==> config.mk <==
export PLATFORM = sky130hd
export DESIGN_NAME = window_difference_statistics_flat
export DESIGN_NICKNAME = d
export VERILOG_FILES = /design/src/hdl/wds_pkg.sv /design/src/hdl/wds_req_if.sv /design/src/hdl/wds_rsp_if.sv /design/src/hdl/wds_front.sv /design/src/hdl/wds_queue.sv /design/src/hdl/wds_divider.sv /design/src/hdl/wds_back.sv /design/src/hdl/window_difference_statistics.sv /design/src/flat_wrapper.sv
export SDC_FILE = /design/constraint.sdc
export NUM_CORES = 2
export LEC_CHECK = 0
export BUFFER_PORTS_ARGS = -buffer_cell sky130_fd_sc_hd__clkbuf_2
export CAP_MARGIN = 20
export CELL_PAD_IN_SITES_DETAIL_PLACEMENT = 0
export CELL_PAD_IN_SITES_GLOBAL_PLACEMENT = 2
export CORE_UTILIZATION = 43
export CTS_CLUSTER_SIZE = 28
export DETAILED_ROUTE_END_ITERATION = 6
export GPL_ROUTABILITY_DRIVEN = 0
export PLACE_DENSITY = 0.94
export SYNTH_ARGS = -nofsm -noshare
export SYNTH_HDL_FRONTEND = slang
export SYNTH_HIERARCHICAL = 1
export SYNTH_SLANG_ARGS = --single-unit
==> constraint.sdc <==
create_clock -name clock -period 10.8 [get_ports clock]
set_input_delay 0.54 -clock clock [delete_from_list [all_inputs] [get_ports clock]]
set_output_delay 0.54 -clock clock [all_outputs]
set_load 0.02 [all_outputs]
==> src/hdl/wds_pkg.sv <==
// -----------------------------------------------------------------------------
// Window difference statistics package
// Shared widths, register indexes, mode codes and the window flag type.
// -----------------------------------------------------------------------------
package wds_pkg;

   localparam int MAX_WINDOW_PIXELS_DEF = 65536;

   localparam int PIXEL_W     = 8;
   localparam int MEAN_W      = 17;
   localparam int SPREAD_W    = 24;
   localparam int COUNT_OUT_W = 17;
   localparam int MODE_W      = 2;
   localparam int CSR_INDEX_W = 1;
   localparam int CSR_DATA_W  = 2;

   // quotient bits of the shared divider; both statistics stay below 2**24
   localparam int QUO_W = 24;

   localparam int MEAN_MAX_Q8   = 65280;
   localparam int SPREAD_MAX_Q8 = 16646400;

   typedef enum logic [MODE_W-1:0] {
      MODE_MEAN_SQUARE = 2'd0,
      MODE_VARIANCE    = 2'd1,
      MODE_MEAN_ABS    = 2'd2
   } stat_mode_type;

   typedef enum logic [CSR_INDEX_W-1:0] {
      CSR_STAT_MODE   = 1'b0,
      CSR_MASK_ENABLE = 1'b1
   } csr_index_type;

   typedef struct packed {
      logic          saturated;
      stat_mode_type mode;
   } win_flags_type;

endpackage

==> src/hdl/wds_req_if.sv <==
// -----------------------------------------------------------------------------
// Pixel pair channel
// Valid/ready channel carrying one pixel pair with its mask and last flags.
// -----------------------------------------------------------------------------
interface wds_req_if;
   logic                          valid;
   logic                          ready;
   logic [wds_pkg::PIXEL_W-1:0]   pixel_a;
   logic [wds_pkg::PIXEL_W-1:0]   pixel_b;
   logic                          mask_on;
   logic                          last;

   modport source (output valid, output pixel_a, output pixel_b, output mask_on,
                   output last, input ready);
   modport sink (input valid, input pixel_a, input pixel_b, input mask_on,
                 input last, output ready);
endinterface

==> src/hdl/wds_rsp_if.sv <==
// -----------------------------------------------------------------------------
// Window result channel
// Valid/ready channel carrying the statistics of one finished window.
// -----------------------------------------------------------------------------
interface wds_rsp_if;
   logic                                valid;
   logic                                ready;
   logic signed [wds_pkg::MEAN_W-1:0]   mean_q8;
   logic [wds_pkg::SPREAD_W-1:0]        spread_q8;
   logic [wds_pkg::COUNT_OUT_W-1:0]     pixel_count;
   logic                                empty_window;
   logic                                count_overflow;

   modport source (output valid, output mean_q8, output spread_q8, output pixel_count,
                   output empty_window, output count_overflow, input ready);
   modport sink (input valid, input mean_q8, input spread_q8, input pixel_count,
                 input empty_window, input count_overflow, output ready);
endinterface

==> src/hdl/wds_front.sv <==
// -----------------------------------------------------------------------------
// Window difference statistics front end
// Holds the registers, takes one pixel pair per cycle unless the queue is
// full, accumulates the window sums and pushes a snapshot on the last pixel.
// -----------------------------------------------------------------------------
module wds_front #(
   parameter int  MAX_WINDOW_PIXELS = wds_pkg::MAX_WINDOW_PIXELS_DEF,
   localparam int CNT_W = $clog2(MAX_WINDOW_PIXELS + 1),
   localparam int SUM_W = CNT_W + 8,
   localparam int SQ_W  = CNT_W + 16
) (
   input  logic                             clock,
   input  logic                             reset,
   wds_req_if.sink                          req_port,
   input  logic                             csr_write_enable,
   input  logic [wds_pkg::CSR_INDEX_W-1:0]  csr_index,
   input  logic [wds_pkg::CSR_DATA_W-1:0]   csr_write_data,
   input  logic                             queue_full,
   output logic                             push,
   output logic signed [SUM_W:0]            push_diff,
   output logic [SQ_W-1:0]                  push_second,
   output logic [CNT_W-1:0]                 push_count,
   output wds_pkg::win_flags_type           push_flags
);

   wds_pkg::stat_mode_type stat_mode_ff, stat_mode_in;
   logic                   mask_enable_ff, mask_enable_in;

   logic signed [SUM_W:0]  diff_total_ff, diff_total_in, diff_upd;
   logic [SQ_W-1:0]        second_total_ff, second_total_in, second_upd;
   logic [CNT_W-1:0]       counted_ff, counted_in, counted_upd;
   logic                   saturated_ff, saturated_in, saturated_upd;

   logic                   accept;
   logic                   take;
   logic                   at_limit;
   logic signed [8:0]      pix_diff;
   logic signed [8:0]      pix_diff_neg;
   logic [7:0]             pix_mag;
   logic [15:0]            pix_sq;
   logic [SQ_W-1:0]        second_inc;

   always_comb begin
      stat_mode_in   = stat_mode_ff;
      mask_enable_in = mask_enable_ff;
      if (csr_write_enable) begin
         unique case (wds_pkg::csr_index_type'(csr_index))
            wds_pkg::CSR_STAT_MODE: begin
               stat_mode_in = wds_pkg::stat_mode_type'(csr_write_data[wds_pkg::MODE_W-1:0]);
            end
            wds_pkg::CSR_MASK_ENABLE: begin
               mask_enable_in = csr_write_data[0];
            end
            default: begin
            end
         endcase
      end
   end

   assign req_port.ready = !queue_full;
   assign accept         = req_port.valid && req_port.ready;
   assign take           = !(mask_enable_ff && !req_port.mask_on);
   assign at_limit       = (counted_ff == CNT_W'(MAX_WINDOW_PIXELS));

   assign pix_diff     = signed'({1'b0, req_port.pixel_b}) - signed'({1'b0, req_port.pixel_a});
   assign pix_diff_neg = -pix_diff;
   assign pix_mag      = pix_diff[8] ? pix_diff_neg[7:0] : pix_diff[7:0];
   assign pix_sq       = pix_mag * pix_mag;
   assign second_inc   = (stat_mode_ff == wds_pkg::MODE_MEAN_ABS) ? SQ_W'(pix_mag)
                                                                  : SQ_W'(pix_sq);

   // window totals including the pixel now on the channel
   always_comb begin
      diff_upd      = diff_total_ff;
      second_upd    = second_total_ff;
      counted_upd   = counted_ff;
      saturated_upd = saturated_ff;
      if (take) begin
         if (at_limit) begin
            saturated_upd = 1'b1;
         end else begin
            diff_upd    = diff_total_ff + (SUM_W + 1)'(pix_diff);
            second_upd  = second_total_ff + second_inc;
            counted_upd = counted_ff + 1'b1;
         end
      end
   end

   always_comb begin
      diff_total_in   = diff_total_ff;
      second_total_in = second_total_ff;
      counted_in      = counted_ff;
      saturated_in    = saturated_ff;
      if (accept) begin
         if (req_port.last) begin
            diff_total_in   = '0;
            second_total_in = '0;
            counted_in      = '0;
            saturated_in    = 1'b0;
         end else begin
            diff_total_in   = diff_upd;
            second_total_in = second_upd;
            counted_in      = counted_upd;
            saturated_in    = saturated_upd;
         end
      end
   end

   assign push                 = accept && req_port.last;
   assign push_diff            = diff_upd;
   assign push_second          = second_upd;
   assign push_count           = counted_upd;
   assign push_flags.saturated = saturated_upd;
   assign push_flags.mode      = stat_mode_ff;

   always_ff @(posedge clock) begin
      if (reset) begin
         stat_mode_ff    <= wds_pkg::MODE_MEAN_SQUARE;
         mask_enable_ff  <= 1'b0;
         diff_total_ff   <= '0;
         second_total_ff <= '0;
         counted_ff      <= '0;
         saturated_ff    <= 1'b0;
      end else begin
         stat_mode_ff    <= stat_mode_in;
         mask_enable_ff  <= mask_enable_in;
         diff_total_ff   <= diff_total_in;
         second_total_ff <= second_total_in;
         counted_ff      <= counted_in;
         saturated_ff    <= saturated_in;
      end
   end

endmodule

==> src/hdl/wds_queue.sv <==
// -----------------------------------------------------------------------------
// Window snapshot queue
// Two-entry queue between the front end and the back end.
// -----------------------------------------------------------------------------
module wds_queue #(
   parameter int WIDTH = 1
) (
   input  logic             clock,
   input  logic             reset,
   input  logic             push,
   input  logic [WIDTH-1:0] push_data,
   output logic             full,
   input  logic             pop,
   output logic [WIDTH-1:0] pop_data,
   output logic             empty
);

   localparam int DEPTH = 2;

   logic [WIDTH-1:0] slot_ff [DEPTH];
   logic             wr_ptr_ff, wr_ptr_in;
   logic             rd_ptr_ff, rd_ptr_in;
   logic [1:0]       fill_ff, fill_in;

   assign full     = (fill_ff == 2'(DEPTH));
   assign empty    = (fill_ff == 2'd0);
   assign pop_data = slot_ff[rd_ptr_ff];

   always_comb begin
      wr_ptr_in = push ? !wr_ptr_ff : wr_ptr_ff;
      rd_ptr_in = pop ? !rd_ptr_ff : rd_ptr_ff;
      fill_in   = 2'(fill_ff + 2'(push) - 2'(pop));
   end

   always_ff @(posedge clock) begin
      if (push) begin
         slot_ff[wr_ptr_ff] <= push_data;
      end
   end

   always_ff @(posedge clock) begin
      if (reset) begin
         wr_ptr_ff <= 1'b0;
         rd_ptr_ff <= 1'b0;
         fill_ff   <= 2'd0;
      end else begin
         wr_ptr_ff <= wr_ptr_in;
         rd_ptr_ff <= rd_ptr_in;
         fill_ff   <= fill_in;
      end
   end

`ifndef SYNTHESIS
   assert property (@(posedge clock) disable iff (reset) push |-> !full)
      else $error("queue overrun");
   assert property (@(posedge clock) disable iff (reset) pop |-> !empty)
      else $error("queue underrun");
`endif

endmodule

==> src/hdl/wds_divider.sv <==
// -----------------------------------------------------------------------------
// Window difference statistics divider
// Restoring divider, one quotient bit per cycle; the caller guarantees that
// the quotient fits QUO_W bits.
// -----------------------------------------------------------------------------
module wds_divider #(
   parameter int  DIVISOR_W  = 34,
   parameter int  QUO_W      = wds_pkg::QUO_W,
   localparam int DIVIDEND_W = DIVISOR_W + QUO_W
) (
   input  logic                  clock,
   input  logic                  reset,
   input  logic                  start,
   input  logic [DIVIDEND_W-1:0] dividend,
   input  logic [DIVISOR_W-1:0]  divisor,
   output logic                  done,
   output logic [QUO_W-1:0]      quotient
);

   localparam int STEP_W = $clog2(QUO_W);

   logic [DIVISOR_W-1:0] rem_ff, rem_in;
   logic [QUO_W-1:0]     quo_ff, quo_in;
   logic [DIVISOR_W-1:0] divisor_ff, divisor_in;
   logic [STEP_W-1:0]    step_ff, step_in;
   logic                 busy_ff, busy_in;
   logic                 done_ff, done_in;

   logic [DIVISOR_W:0]   trial;
   logic [DIVISOR_W:0]   trial_sub;
   logic                 fits;
   logic                 last_step;

   assign trial     = {rem_ff, quo_ff[QUO_W-1]};
   assign trial_sub = trial - {1'b0, divisor_ff};
   assign fits      = (trial >= {1'b0, divisor_ff});
   assign last_step = (step_ff == STEP_W'(QUO_W - 1));

   always_comb begin
      rem_in     = rem_ff;
      quo_in     = quo_ff;
      divisor_in = divisor_ff;
      step_in    = step_ff;
      busy_in    = busy_ff;
      done_in    = 1'b0;
      if (start) begin
         rem_in     = dividend[DIVIDEND_W-1:QUO_W];
         quo_in     = dividend[QUO_W-1:0];
         divisor_in = divisor;
         step_in    = '0;
         busy_in    = 1'b1;
      end else if (busy_ff) begin
         rem_in  = fits ? trial_sub[DIVISOR_W-1:0] : trial[DIVISOR_W-1:0];
         quo_in  = {quo_ff[QUO_W-2:0], fits};
         step_in = step_ff + 1'b1;
         if (last_step) begin
            busy_in = 1'b0;
            done_in = 1'b1;
         end
      end
   end

   assign done     = done_ff;
   assign quotient = quo_ff;

   always_ff @(posedge clock) begin
      rem_ff     <= rem_in;
      quo_ff     <= quo_in;
      divisor_ff <= divisor_in;
   end

   always_ff @(posedge clock) begin
      if (reset) begin
         step_ff <= '0;
         busy_ff <= 1'b0;
         done_ff <= 1'b0;
      end else begin
         step_ff <= step_in;
         busy_ff <= busy_in;
         done_ff <= done_in;
      end
   end

`ifndef SYNTHESIS
   assert property (@(posedge clock) disable iff (reset) start |-> !busy_ff)
      else $error("divider started while busy");
   assert property (@(posedge clock) disable iff (reset) start |-> (divisor != '0))
      else $error("divider started with zero divisor");
`endif

endmodule

==> src/hdl/wds_back.sv <==
// -----------------------------------------------------------------------------
// Window difference statistics back end
// Takes window snapshots from the queue, forms the products, runs the mean
// and spread divisions and holds the result for transfer.
// -----------------------------------------------------------------------------
module wds_back #(
   parameter int  MAX_WINDOW_PIXELS = wds_pkg::MAX_WINDOW_PIXELS_DEF,
   localparam int CNT_W = $clog2(MAX_WINDOW_PIXELS + 1),
   localparam int SUM_W = CNT_W + 8,
   localparam int SQ_W  = CNT_W + 16
) (
   input  logic                    clock,
   input  logic                    reset,
   input  logic                    queue_empty,
   output logic                    pop,
   input  logic signed [SUM_W:0]   pop_diff,
   input  logic [SQ_W-1:0]         pop_second,
   input  logic [CNT_W-1:0]        pop_count,
   input  wds_pkg::win_flags_type  pop_flags,
   wds_rsp_if.source               rsp_port
);

   localparam int PROD_W     = SQ_W + CNT_W;
   localparam int DIV_W      = 2 * CNT_W;
   localparam int DIVIDEND_W = DIV_W + wds_pkg::QUO_W;
   localparam int MEAN_W     = wds_pkg::MEAN_W;
   localparam int SPREAD_W   = wds_pkg::SPREAD_W;

   typedef enum logic [5:0] {
      ST_IDLE   = 6'b000001,
      ST_MUL    = 6'b000010,
      ST_MEAN   = 6'b000100,
      ST_LOAD   = 6'b001000,
      ST_SPREAD = 6'b010000,
      ST_OUT    = 6'b100000
   } back_state_type;

   back_state_type         state_ff, state_in;

   logic [SUM_W-1:0]       dmag_ff, dmag_in;
   logic                   neg_ff, neg_in;
   logic [SQ_W-1:0]        second_ff, second_in;
   logic [CNT_W-1:0]       count_ff, count_in;
   wds_pkg::win_flags_type flags_ff, flags_in;
   logic [PROD_W-1:0]      sn_ff, sn_in;
   logic [PROD_W-1:0]      dsq_ff, dsq_in;
   logic [DIV_W-1:0]       nsq_ff, nsq_in;
   logic [MEAN_W-1:0]      mean_ff, mean_in;
   logic [SPREAD_W-1:0]    spread_ff, spread_in;

   logic                   rsp_valid_ff, rsp_valid_in;
   logic [MEAN_W-1:0]      rsp_mean_ff, rsp_mean_in;
   logic [SPREAD_W-1:0]    rsp_spread_ff, rsp_spread_in;
   logic [wds_pkg::COUNT_OUT_W-1:0] rsp_count_ff, rsp_count_in;
   logic                   rsp_empty_ff, rsp_empty_in;
   logic                   rsp_ovf_ff, rsp_ovf_in;

   logic                   div_start;
   logic [DIVIDEND_W-1:0]  div_dividend;
   logic [DIV_W-1:0]       div_divisor;
   logic                   div_done;
   logic [wds_pkg::QUO_W-1:0] div_quotient;

   logic [SUM_W:0]         pop_diff_neg;
   logic [MEAN_W-1:0]      mean_mag;
   logic [PROD_W-1:0]      var_num;
   logic                   var_clamp;
   logic                   is_variance;

   assign pop_diff_neg = -pop_diff;
   assign mean_mag     = div_quotient[MEAN_W-1:0];
   assign var_num      = sn_ff - dsq_ff;
   assign var_clamp    = (sn_ff <= dsq_ff);
   assign is_variance  = (flags_ff.mode == wds_pkg::MODE_VARIANCE);

   always_comb begin
      div_start    = 1'b0;
      div_dividend = DIVIDEND_W'({dmag_ff, 8'b0});
      div_divisor  = DIV_W'(count_ff);
      if (state_ff == ST_MUL) begin
         div_start = 1'b1;
      end else if (state_ff == ST_LOAD) begin
         if (is_variance) begin
            div_start    = !var_clamp;
            div_dividend = DIVIDEND_W'({var_num, 8'b0});
            div_divisor  = nsq_ff;
         end else begin
            div_start    = 1'b1;
            div_dividend = DIVIDEND_W'({second_ff, 8'b0});
         end
      end
   end

   always_comb begin
      state_in      = state_ff;
      pop           = 1'b0;
      dmag_in       = dmag_ff;
      neg_in        = neg_ff;
      second_in     = second_ff;
      count_in      = count_ff;
      flags_in      = flags_ff;
      sn_in         = sn_ff;
      dsq_in        = dsq_ff;
      nsq_in        = nsq_ff;
      mean_in       = mean_ff;
      spread_in     = spread_ff;
      rsp_valid_in  = rsp_valid_ff && !rsp_port.ready;
      rsp_mean_in   = rsp_mean_ff;
      rsp_spread_in = rsp_spread_ff;
      rsp_count_in  = rsp_count_ff;
      rsp_empty_in  = rsp_empty_ff;
      rsp_ovf_in    = rsp_ovf_ff;
      unique case (state_ff)
         ST_IDLE: begin
            if (!queue_empty) begin
               pop       = 1'b1;
               neg_in    = pop_diff[SUM_W];
               dmag_in   = pop_diff[SUM_W] ? pop_diff_neg[SUM_W-1:0] : pop_diff[SUM_W-1:0];
               second_in = pop_second;
               count_in  = pop_count;
               flags_in  = pop_flags;
               if (pop_count == '0) begin
                  mean_in   = '0;
                  spread_in = '0;
                  state_in  = ST_OUT;
               end else begin
                  state_in = ST_MUL;
               end
            end
         end
         ST_MUL: begin
            sn_in    = second_ff * count_ff;
            dsq_in   = dmag_ff * dmag_ff;
            nsq_in   = count_ff * count_ff;
            state_in = ST_MEAN;
         end
         ST_MEAN: begin
            if (div_done) begin
               mean_in  = neg_ff ? (~mean_mag + 1'b1) : mean_mag;
               state_in = ST_LOAD;
            end
         end
         ST_LOAD: begin
            if (is_variance && var_clamp) begin
               spread_in = '0;
               state_in  = ST_OUT;
            end else begin
               state_in = ST_SPREAD;
            end
         end
         ST_SPREAD: begin
            if (div_done) begin
               spread_in = div_quotient[SPREAD_W-1:0];
               state_in  = ST_OUT;
            end
         end
         ST_OUT: begin
            if (!rsp_valid_ff || rsp_port.ready) begin
               rsp_valid_in  = 1'b1;
               rsp_mean_in   = mean_ff;
               rsp_spread_in = spread_ff;
               rsp_count_in  = wds_pkg::COUNT_OUT_W'(count_ff);
               rsp_empty_in  = (count_ff == '0);
               rsp_ovf_in    = flags_ff.saturated;
               state_in      = ST_IDLE;
            end
         end
         default: begin
            state_in = ST_IDLE;
         end
      endcase
   end

   wds_divider #(
      .DIVISOR_W (DIV_W),
      .QUO_W     (wds_pkg::QUO_W)
   ) u_divider (
      .clock    (clock),
      .reset    (reset),
      .start    (div_start),
      .dividend (div_dividend),
      .divisor  (div_divisor),
      .done     (div_done),
      .quotient (div_quotient)
   );

   assign rsp_port.valid          = rsp_valid_ff;
   assign rsp_port.mean_q8        = $signed(rsp_mean_ff);
   assign rsp_port.spread_q8      = rsp_spread_ff;
   assign rsp_port.pixel_count    = rsp_count_ff;
   assign rsp_port.empty_window   = rsp_empty_ff;
   assign rsp_port.count_overflow = rsp_ovf_ff;

   always_ff @(posedge clock) begin
      dmag_ff       <= dmag_in;
      neg_ff        <= neg_in;
      second_ff     <= second_in;
      count_ff      <= count_in;
      flags_ff      <= flags_in;
      sn_ff         <= sn_in;
      dsq_ff        <= dsq_in;
      nsq_ff        <= nsq_in;
      mean_ff       <= mean_in;
      spread_ff     <= spread_in;
      rsp_mean_ff   <= rsp_mean_in;
      rsp_spread_ff <= rsp_spread_in;
      rsp_count_ff  <= rsp_count_in;
      rsp_empty_ff  <= rsp_empty_in;
      rsp_ovf_ff    <= rsp_ovf_in;
   end

   always_ff @(posedge clock) begin
      if (reset) begin
         state_ff     <= ST_IDLE;
         rsp_valid_ff <= 1'b0;
      end else begin
         state_ff     <= state_in;
         rsp_valid_ff <= rsp_valid_in;
      end
   end

`ifndef SYNTHESIS
   assert property (@(posedge clock) disable iff (reset)
      (state_ff == ST_MEAN && div_done) |->
         (div_quotient <= wds_pkg::QUO_W'(wds_pkg::MEAN_MAX_Q8)))
      else $error("mean quotient out of range");
   assert property (@(posedge clock) disable iff (reset)
      (state_ff == ST_SPREAD && div_done) |->
         (div_quotient <= wds_pkg::QUO_W'(wds_pkg::SPREAD_MAX_Q8)))
      else $error("spread quotient out of range");
`endif

endmodule

==> src/hdl/window_difference_statistics.sv <==
// -----------------------------------------------------------------------------
// Window difference statistics
// Accumulates pixel pair differences over a window and reports the Q8 mean
// difference and a mode-selected spread (mean square, variance, mean abs).
// -----------------------------------------------------------------------------
//   channel   dir   handshake           payload
//   req_port  in    valid/ready         pixel_a, pixel_b, mask_on, last
//   rsp_port  out   valid/ready         mean_q8, spread_q8, pixel_count,
//                                       empty_window, count_overflow
//   csr_*     in    csr_write_enable    csr_index, csr_write_data
//
// Front end takes one pixel pair per cycle while the queue is not full.
// Back end runs the shared 24-step restoring divider for the mean, then
// the spread (skipped for an empty window; no spread for a clamped variance),
// one window at a time. Two finished windows queue between the two parts;
// req_port.ready drops while the queue is full.
// Synchronous reset clears control and front-end state; no clearing pass.
// -----------------------------------------------------------------------------
module window_difference_statistics #(
   parameter int MAX_WINDOW_PIXELS = wds_pkg::MAX_WINDOW_PIXELS_DEF
) (
   input  logic                             clock,
   input  logic                             reset,
   wds_req_if.sink                          req_port,
   wds_rsp_if.source                        rsp_port,
   input  logic                             csr_write_enable,
   input  logic [wds_pkg::CSR_INDEX_W-1:0]  csr_index,
   input  logic [wds_pkg::CSR_DATA_W-1:0]   csr_write_data
);

   localparam int CNT_W   = $clog2(MAX_WINDOW_PIXELS + 1);
   localparam int SUM_W   = CNT_W + 8;
   localparam int SQ_W    = CNT_W + 16;
   localparam int ENTRY_W = (SUM_W + 1) + SQ_W + CNT_W + $bits(wds_pkg::win_flags_type);

   logic                   push;
   logic signed [SUM_W:0]  push_diff;
   logic [SQ_W-1:0]        push_second;
   logic [CNT_W-1:0]       push_count;
   wds_pkg::win_flags_type push_flags;

   logic                   pop;
   logic signed [SUM_W:0]  pop_diff;
   logic [SQ_W-1:0]        pop_second;
   logic [CNT_W-1:0]       pop_count;
   wds_pkg::win_flags_type pop_flags;

   logic [ENTRY_W-1:0]     push_data;
   logic [ENTRY_W-1:0]     pop_data;
   logic                   queue_full;
   logic                   queue_empty;

   wds_front #(
      .MAX_WINDOW_PIXELS (MAX_WINDOW_PIXELS)
   ) u_front (
      .clock            (clock),
      .reset            (reset),
      .req_port         (req_port),
      .csr_write_enable (csr_write_enable),
      .csr_index        (csr_index),
      .csr_write_data   (csr_write_data),
      .queue_full       (queue_full),
      .push             (push),
      .push_diff        (push_diff),
      .push_second      (push_second),
      .push_count       (push_count),
      .push_flags       (push_flags)
   );

   assign push_data = {push_diff, push_second, push_count, push_flags};
   assign {pop_diff, pop_second, pop_count, pop_flags} = pop_data;

   wds_queue #(
      .WIDTH (ENTRY_W)
   ) u_queue (
      .clock     (clock),
      .reset     (reset),
      .push      (push),
      .push_data (push_data),
      .full      (queue_full),
      .pop       (pop),
      .pop_data  (pop_data),
      .empty     (queue_empty)
   );

   wds_back #(
      .MAX_WINDOW_PIXELS (MAX_WINDOW_PIXELS)
   ) u_back (
      .clock       (clock),
      .reset       (reset),
      .queue_empty (queue_empty),
      .pop         (pop),
      .pop_diff    (pop_diff),
      .pop_second  (pop_second),
      .pop_count   (pop_count),
      .pop_flags   (pop_flags),
      .rsp_port    (rsp_port)
   );

endmodule
==> src/flat_wrapper.sv <==
// flat-port wrapper written by rule: the top's interface ports become plain ports
module window_difference_statistics_flat 
#(
   parameter int MAX_WINDOW_PIXELS = wds_pkg::MAX_WINDOW_PIXELS_DEF
)
  (clock, reset, csr_write_enable, csr_index, csr_write_data, req_port_valid, req_port_pixel_a, req_port_pixel_b, req_port_mask_on, req_port_last, req_port_ready, rsp_port_valid, rsp_port_mean_q8, rsp_port_spread_q8, rsp_port_pixel_count, rsp_port_empty_window, rsp_port_count_overflow, rsp_port_ready);
  wds_req_if req_port_i ();
  wds_rsp_if rsp_port_i ();
  input  logic clock;
  input  logic reset;
  input  logic csr_write_enable;
  input  logic [wds_pkg::CSR_INDEX_W-1:0] csr_index;
  input  logic [wds_pkg::CSR_DATA_W-1:0] csr_write_data;
  input wire logic [$bits(req_port_i.valid)-1:0] req_port_valid;
  input wire logic [$bits(req_port_i.pixel_a)-1:0] req_port_pixel_a;
  input wire logic [$bits(req_port_i.pixel_b)-1:0] req_port_pixel_b;
  input wire logic [$bits(req_port_i.mask_on)-1:0] req_port_mask_on;
  input wire logic [$bits(req_port_i.last)-1:0] req_port_last;
  output wire logic [$bits(req_port_i.ready)-1:0] req_port_ready;
  output wire logic [$bits(rsp_port_i.valid)-1:0] rsp_port_valid;
  output wire logic [$bits(rsp_port_i.mean_q8)-1:0] rsp_port_mean_q8;
  output wire logic [$bits(rsp_port_i.spread_q8)-1:0] rsp_port_spread_q8;
  output wire logic [$bits(rsp_port_i.pixel_count)-1:0] rsp_port_pixel_count;
  output wire logic [$bits(rsp_port_i.empty_window)-1:0] rsp_port_empty_window;
  output wire logic [$bits(rsp_port_i.count_overflow)-1:0] rsp_port_count_overflow;
  input wire logic [$bits(rsp_port_i.ready)-1:0] rsp_port_ready;
  assign req_port_i.valid = req_port_valid;
  assign req_port_i.pixel_a = req_port_pixel_a;
  assign req_port_i.pixel_b = req_port_pixel_b;
  assign req_port_i.mask_on = req_port_mask_on;
  assign req_port_i.last = req_port_last;
  assign req_port_ready = req_port_i.ready;
  assign rsp_port_valid = rsp_port_i.valid;
  assign rsp_port_mean_q8 = rsp_port_i.mean_q8;
  assign rsp_port_spread_q8 = rsp_port_i.spread_q8;
  assign rsp_port_pixel_count = rsp_port_i.pixel_count;
  assign rsp_port_empty_window = rsp_port_i.empty_window;
  assign rsp_port_count_overflow = rsp_port_i.count_overflow;
  assign rsp_port_i.ready = rsp_port_ready;
  window_difference_statistics #(.MAX_WINDOW_PIXELS(MAX_WINDOW_PIXELS)) u_core (.clock(clock), .reset(reset), .req_port(req_port_i), .rsp_port(rsp_port_i), .csr_write_enable(csr_write_enable), .csr_index(csr_index), .csr_write_data(csr_write_data));
endmodule
Word-level counts from Yosys, hierarchy flattened. Memories as Yosys holds them, arrays and structs flattened. A register that Yosys moved wholly into a read port is not among the register bits. Cells that the tools add are included.

Bits in registers: 504. Bits in writable memories: 158. Bits of input ports: 26. Output and inout port bits: 62. Logic and storage cells: 163. Memories kept: 1.

Add/sub/neg operators: 12. Multipliers: 4. Magnitude comparators: 2. Equal/unequal tests: 17. Mux-type cells: 58. Bitwise logic cells: 6. Reductions and logical operators: 29.

Memory list: u_core.u_queue.slot_ff (words 2, width 79, rd ports 1, clocked after Yosys merged registers in 1, write ports 1, line wds_queue.sv:20) `logic [WIDTH-1:0] slot_ff [DEPTH];`.

Operators by type and width (number): $mux 58 (3); $mux 17 (10); $mux 24 (6); $mux 34 (3); $mux 33 (3); $mux 26 (3); $pmux 24 s3 (1); $le 50x50->1 (1); $mul 25x25->50 (1); $mul 33x17->50 (1); $sub 50x50->50 (1); $mux 6 (6); $pmux 6 s6 (1); $ge 35x34->1 (1); $add 17x1->17 const B (2); $logic_not 17->1 (2); $mul 17x17->34 (1); $pmux 17 s2 (1); $sub 34x34->34 (1); $add 33x16->33 (1); $add 26x9->26 (1); $mux 25 (1); $neg 25->25 (1); $mux 1 (18); other kinds (33) (58).

Longest topological paths before layout.
Depth in word-level cells: 9. Depth in mapped cells: 39. Mapped depth without buffers: 37.

Cells and area by module. The synthesis kept the hierarchy.

By module, submodules not included: wds_back (instances 1, cells each 6199, area an instance 58337.2 um^2, sequential area each 9509.1 um^2); wds_front (instances 1, cells each 1093, area an instance 8309.2 um^2, sequential area each 1601.5 um^2); wds_divider (instances 1, cells each 566, area an instance 6038.3 um^2, sequential area each 2902.8 um^2); wds_queue (instances 1, cells each 267, area an instance 5952.0 um^2, sequential area each 4844.6 um^2).

Worst setup path before layout. Ideal clock, no wire load.

Kind: input-to-reg. Start point: in req_port_pixel_b[0]. End point: reg u_core.u_front.second_total_ff[31]. Arrival: 7.997 ns. Path slack: 2.724 ns. Cell stages on the path: 37. Path buffers: 2. Cell sequence: inv_1 -> ha_1 -> inv_1 -> fa_1 -> a211oi_2 -> o21ai_0 -> a21o_1 -> a21o_1 -> buf_2 -> nor2b_1 -> xor2_1 -> inv_1 -> nor2_1 -> inv_1 -> fa_1 -> inv_1 -> fa_1 -> inv_1 -> fa_1 -> inv_1 -> fa_1 -> ha_1 -> or3_1 -> o21ai_0 -> a21oi_1 -> a41o_1 -> o41ai_1 -> o21a_1 -> nor3_1 -> ha_1 -> nor2_1 -> nor2_1 -> and4_1 -> o31ai_1 -> buf_2 -> or4_1 -> o211ai_1.

Cells in the longest elaborated chain, start to end: 9.

RTL lines: from (decl) (line flat_wrapper.sv:16) `input wire logic [$bits(req_port_i.pixel_b)-1:0] req_port_pixel_b;`; $sub 8x8->9 (*) (line wds_front.sv:65) `assign pix_diff = signed'({1'b0, req_port.pixel_b}) - signed'({1'b0, req_port.pixel_a});`; $neg 8->8 (line wds_front.sv:66) `assign pix_diff_neg = -pix_diff;`; $mux 8 (*) (line wds_front.sv:67) `assign pix_mag = pix_diff[8] ? pix_diff_neg[7:0] : pix_diff[7:0];`; $mul 8x8->16 (line wds_front.sv:68) `assign pix_sq = pix_mag * pix_mag;`; $mux 16 (*) (line wds_front.sv:69) `assign second_inc = (stat_mode_ff == wds_pkg::MODE_MEAN_ABS) ? SQ_W'(pix_mag)`; $add 33x16->33 (*) (line wds_front.sv:83) `second_upd = second_total_ff + second_inc;`; $mux 33 (*) (line wds_front.sv:79) `if (at_limit) begin`; $mux 33 (*) (line wds_front.sv:78) `if (take) begin`; $mux 33 (*) (line wds_front.sv:95) `if (req_port.last) begin`; to (signal assigned) (line wds_front.sv:128) `second_total_ff <= second_total_in;`; to (decl) (line wds_front.sv:30) `logic [SQ_W-1:0] second_total_ff, second_total_in, second_upd;`.

Every way passes the cells marked *; elsewhere a longest branch is shown, timed or not. A chain may end at the register's enable or synchronous reset.

Worst setup path in the final report.
Start point: in req_port_pixel_b[0]. End point: reg u_core.u_front.second_total_ff[27].

The elaborated chain is that of the path after synthesis.

==> impl_metrics.yaml <==
run_status:
  outcome: "complete, but fails checks"
  violations: "design-rule violations"
worst_setup_path:
  critical-path-max-stage-delay_ps: 550
  crit_fanout: 13
  start_kind: "primary input"
  crit_path_frequent_cell: "inv_1"
  cp_data_arrival_time_ps: 9180
  critPathKind: "primary input to register"
  worst_ep_required_time_ps: 11430
  endpoint_kind: "register"
  slowest_stage: "fa_1"
synthesis:
  yosysUniqueCellTypes: 99
  yosysTopAreaCell: "fa_1"
  synth_seq_area_share: 0.2398
  synth.avg_cell_area_sq_um: 9.678
  post-synth-top-count-cell: "inv_1"
  yosys_warnings: 6
  syn-instance-count: 8125
  synth_top_cells_by_area: "fa_1 29%, edfxtp_1 21%, ha_1 9.4%"
  synth_edf_count: 562
  syn_area_sq_mm: 0.07864
  netlist.area_leader.share: 0.2933
  synthFlopType: "edfxtp_1"
  synth-seq-cells: 661
  ys_async_sr_fraction: 0
  synth_commonest_cells: "1664 x inv_1, 1152 x fa_1, 938 x nand2_1"
timing:
  hold_viol: 0
  max_slew_margin: 0.1530
  worst_pin_slew_ps: 1261
  finalCriticalPeriod_ps: 8555
  tns_ps: 0
  slew_violations: 0
  max_freq_ghz: 0.1169
  final.period_utilization: 0.7921
  finClkSkew_ps: 63.86
  rsz0062_at_grt: "no"
  setup_viol: 0
floorplan:
  die_height_um: 429.6
  rows: 156
  io_pins: 88
  core_sq_mm: 0.1811
  die-area_sq_mm: 0.1846
  die_w_um: 429.6
  start_util: 0.4341
drt:
  num_vias: 55974
  drt_iter0_drc: 3921
  wirelength_um: 204900
  drc_errors: 2
  viasPerCell: 5.331
  drtPass1Iterations: 7
  final_antenna_net_count: 0
  wl_per_cell_um: 19.52
global_route:
  track_usage: 0.2258
  grt_pass1_vias: 58236
  grt_pass1_wl_um: 327000
  grt_overflow_total: 0
  grt_max_degree: 150
  antenna_found_initial: 8
clock_tree:
  clock_latency_ps: 730
  postCtsHoldBufs: 0
  root_buffer: "clkbuf_16"
  cts_sinks: 661
  numCtsBuffers: 75
  postCtsSetupBuffers: 0
  clock_path_buffers: 3
  clk_pin_slew_ps: 60
  cts.htree.levels: 3
  cts_resized: 0
  cts_tree: "built"
hold_path:
  holdCritPathClass: "primary input to register"
final_layout:
  post-route-util: 0.4655
  num-nets-final: 9833
  layout-drive-gt1-share: 0.05968
  post_layout_nonfiller_instances: 10500
  area_delta_synth_final_pct: 7.217
place:
  detailed_place_hpwl_um: 156000
  port_buffers: 87
  placed_cells: 10354
run:
  maxCapViolations: 0
==> worst max-delay path, delay by kind of cell <==
family	cells	cell delay, ps
AO/OA/AOI/OAI	10	1930
buffers and inverters	9	860
XOR/XNOR	1	300
adder cells (fa/ha/maj)	8	3190
AND/OR/NAND/NOR	9	2350
==> flip-flops by register name, indices dropped and copies added, names as in the netlist, 3 cells and up, named ones only <==
register,flops
u_core/u_back/count_ff,17
u_core/u_back/dmag_ff,25
u_core/u_back/dsq_ff,49
u_core/u_back/flags_ff,3
u_core/u_back/mean_ff,17
u_core/u_back/nsq_ff,33
u_core/u_back/rsp_port.mean_q8,17
u_core/u_back/rsp_port.pixel_count,17
u_core/u_back/rsp_port.spread_q8,24
u_core/u_back/second_ff,33
u_core/u_back/sn_ff,50
u_core/u_back/spread_ff,24
u_core/u_back/state_ff,6
u_core/u_back/u_divider/divisor_ff,34
u_core/u_back/u_divider/quotient,24
u_core/u_back/u_divider/rem_ff,34
u_core/u_back/u_divider/step_ff,5
u_core/u_front/counted_ff,17
u_core/u_front/diff_total_ff,26
u_core/u_front/second_total_ff,33
u_core/u_queue/slot_ff,158
==> cell type report <==
class | instances | area (sq um)
antenna | 3 | 7.507
clock buffer | 93 | 2004
clock inverter | 45 | 603.1
fill | 17068 | 96820
inverter | 1664 | 6247
multi-input combinational | 5468 | 52280
sequential | 661 | 18860
tap | 2370 | 2965
timing repair buffer | 196 | 1348
==> layout by cell type, fill, tap and decap left out, types with 33 or more instances in the layout <==
master / instances
nand4_1: 47
xnor2_1: 209
clkbuf_2: 87
a21o_1: 135
inv_1: 1663
buf_4: 102
fa_1: 1152
o31ai_1: 34
o21bai_1: 40
a21oi_1: 314
nor2_1: 350
xor2_1: 131
nand2b_1: 48
nand2_1: 938
a211oi_1: 39
o21a_1: 41
and2_1: 413
a22oi_1: 34
nand3_1: 60
nor3_1: 62
mux2_2: 107
edfxtp_1: 562
clkbuf_16: 75
and3_1: 54
ha_1: 589
o21ai_0: 204
a31oi_1: 36
dfxtp_1: 98
nor2b_1: 57
or3_1: 33
==> kinds of logic after synthesis <==
logic type | count (synthesis) | synth area share
other | 1 | 0.00004769
XOR/XNOR | 341 | 0.03815
multiplexers | 137 | 0.01979
flip-flops | 661 | 0.2398
AO/OA/AOI/OAI | 1060 | 0.08668
buffers and inverters | 2003 | 0.09642
AND/OR/NAND/NOR | 2181 | 0.1321
adder cells (fa/ha/maj) | 1741 | 0.3870
==> path summary, 6_finish.rpt <==
check / slack [ps] / startpoint / depth (start not counted) / endpoint
max reg2reg: 2340 / u_core/u_back/dmag_ff[12]$_DFFE_PP_ / 26 / u_core/u_back/dsq_ff[47]$_DFFE_PP_
min: 80 / csr_write_data[1] / 3 / u_core/u_front/stat_mode_ff[1]$_SDFFE_PP0P_
min reg2reg: 420 / u_core/u_back/spread_ff[6]$_SDFFCE_PP0P_ / 0 / u_core/u_back/rsp_port.spread_q8[6]$_DFFE_PP_
max: 2240 / req_port_pixel_b[0] / 37 / u_core/u_front/second_total_ff[27]$_SDFFE_PP0P_
==> per-layer routing <==
metal / GRT usage / up-vias / part of all wire
li1: - / 25673 / -
met1: 0.3191 / 28460 / 0.44
met2: 0.3678 / 1571 / 0.47
met3: 0.02814 / 268 / 0.061
met4: 0.05615 / 2 / 0.024
met5: 0 / - / 0.000088
==> stage by stage <==
step,cell area (sq um),setup slack [ps],hold slack [ps]
after global routing,84300,1644,81.94
after detailed placement,81590,1611,404.5
after CTS,84200,2334,33.27
final,84310,2245,84.19
after floorplan,78660,2724,400.3
after global placement,81580,1640,402.2
Power is left out: the tool's default activity adds up to more than one toggle a clock period on the data nets, which glitch-free logic cannot reach.
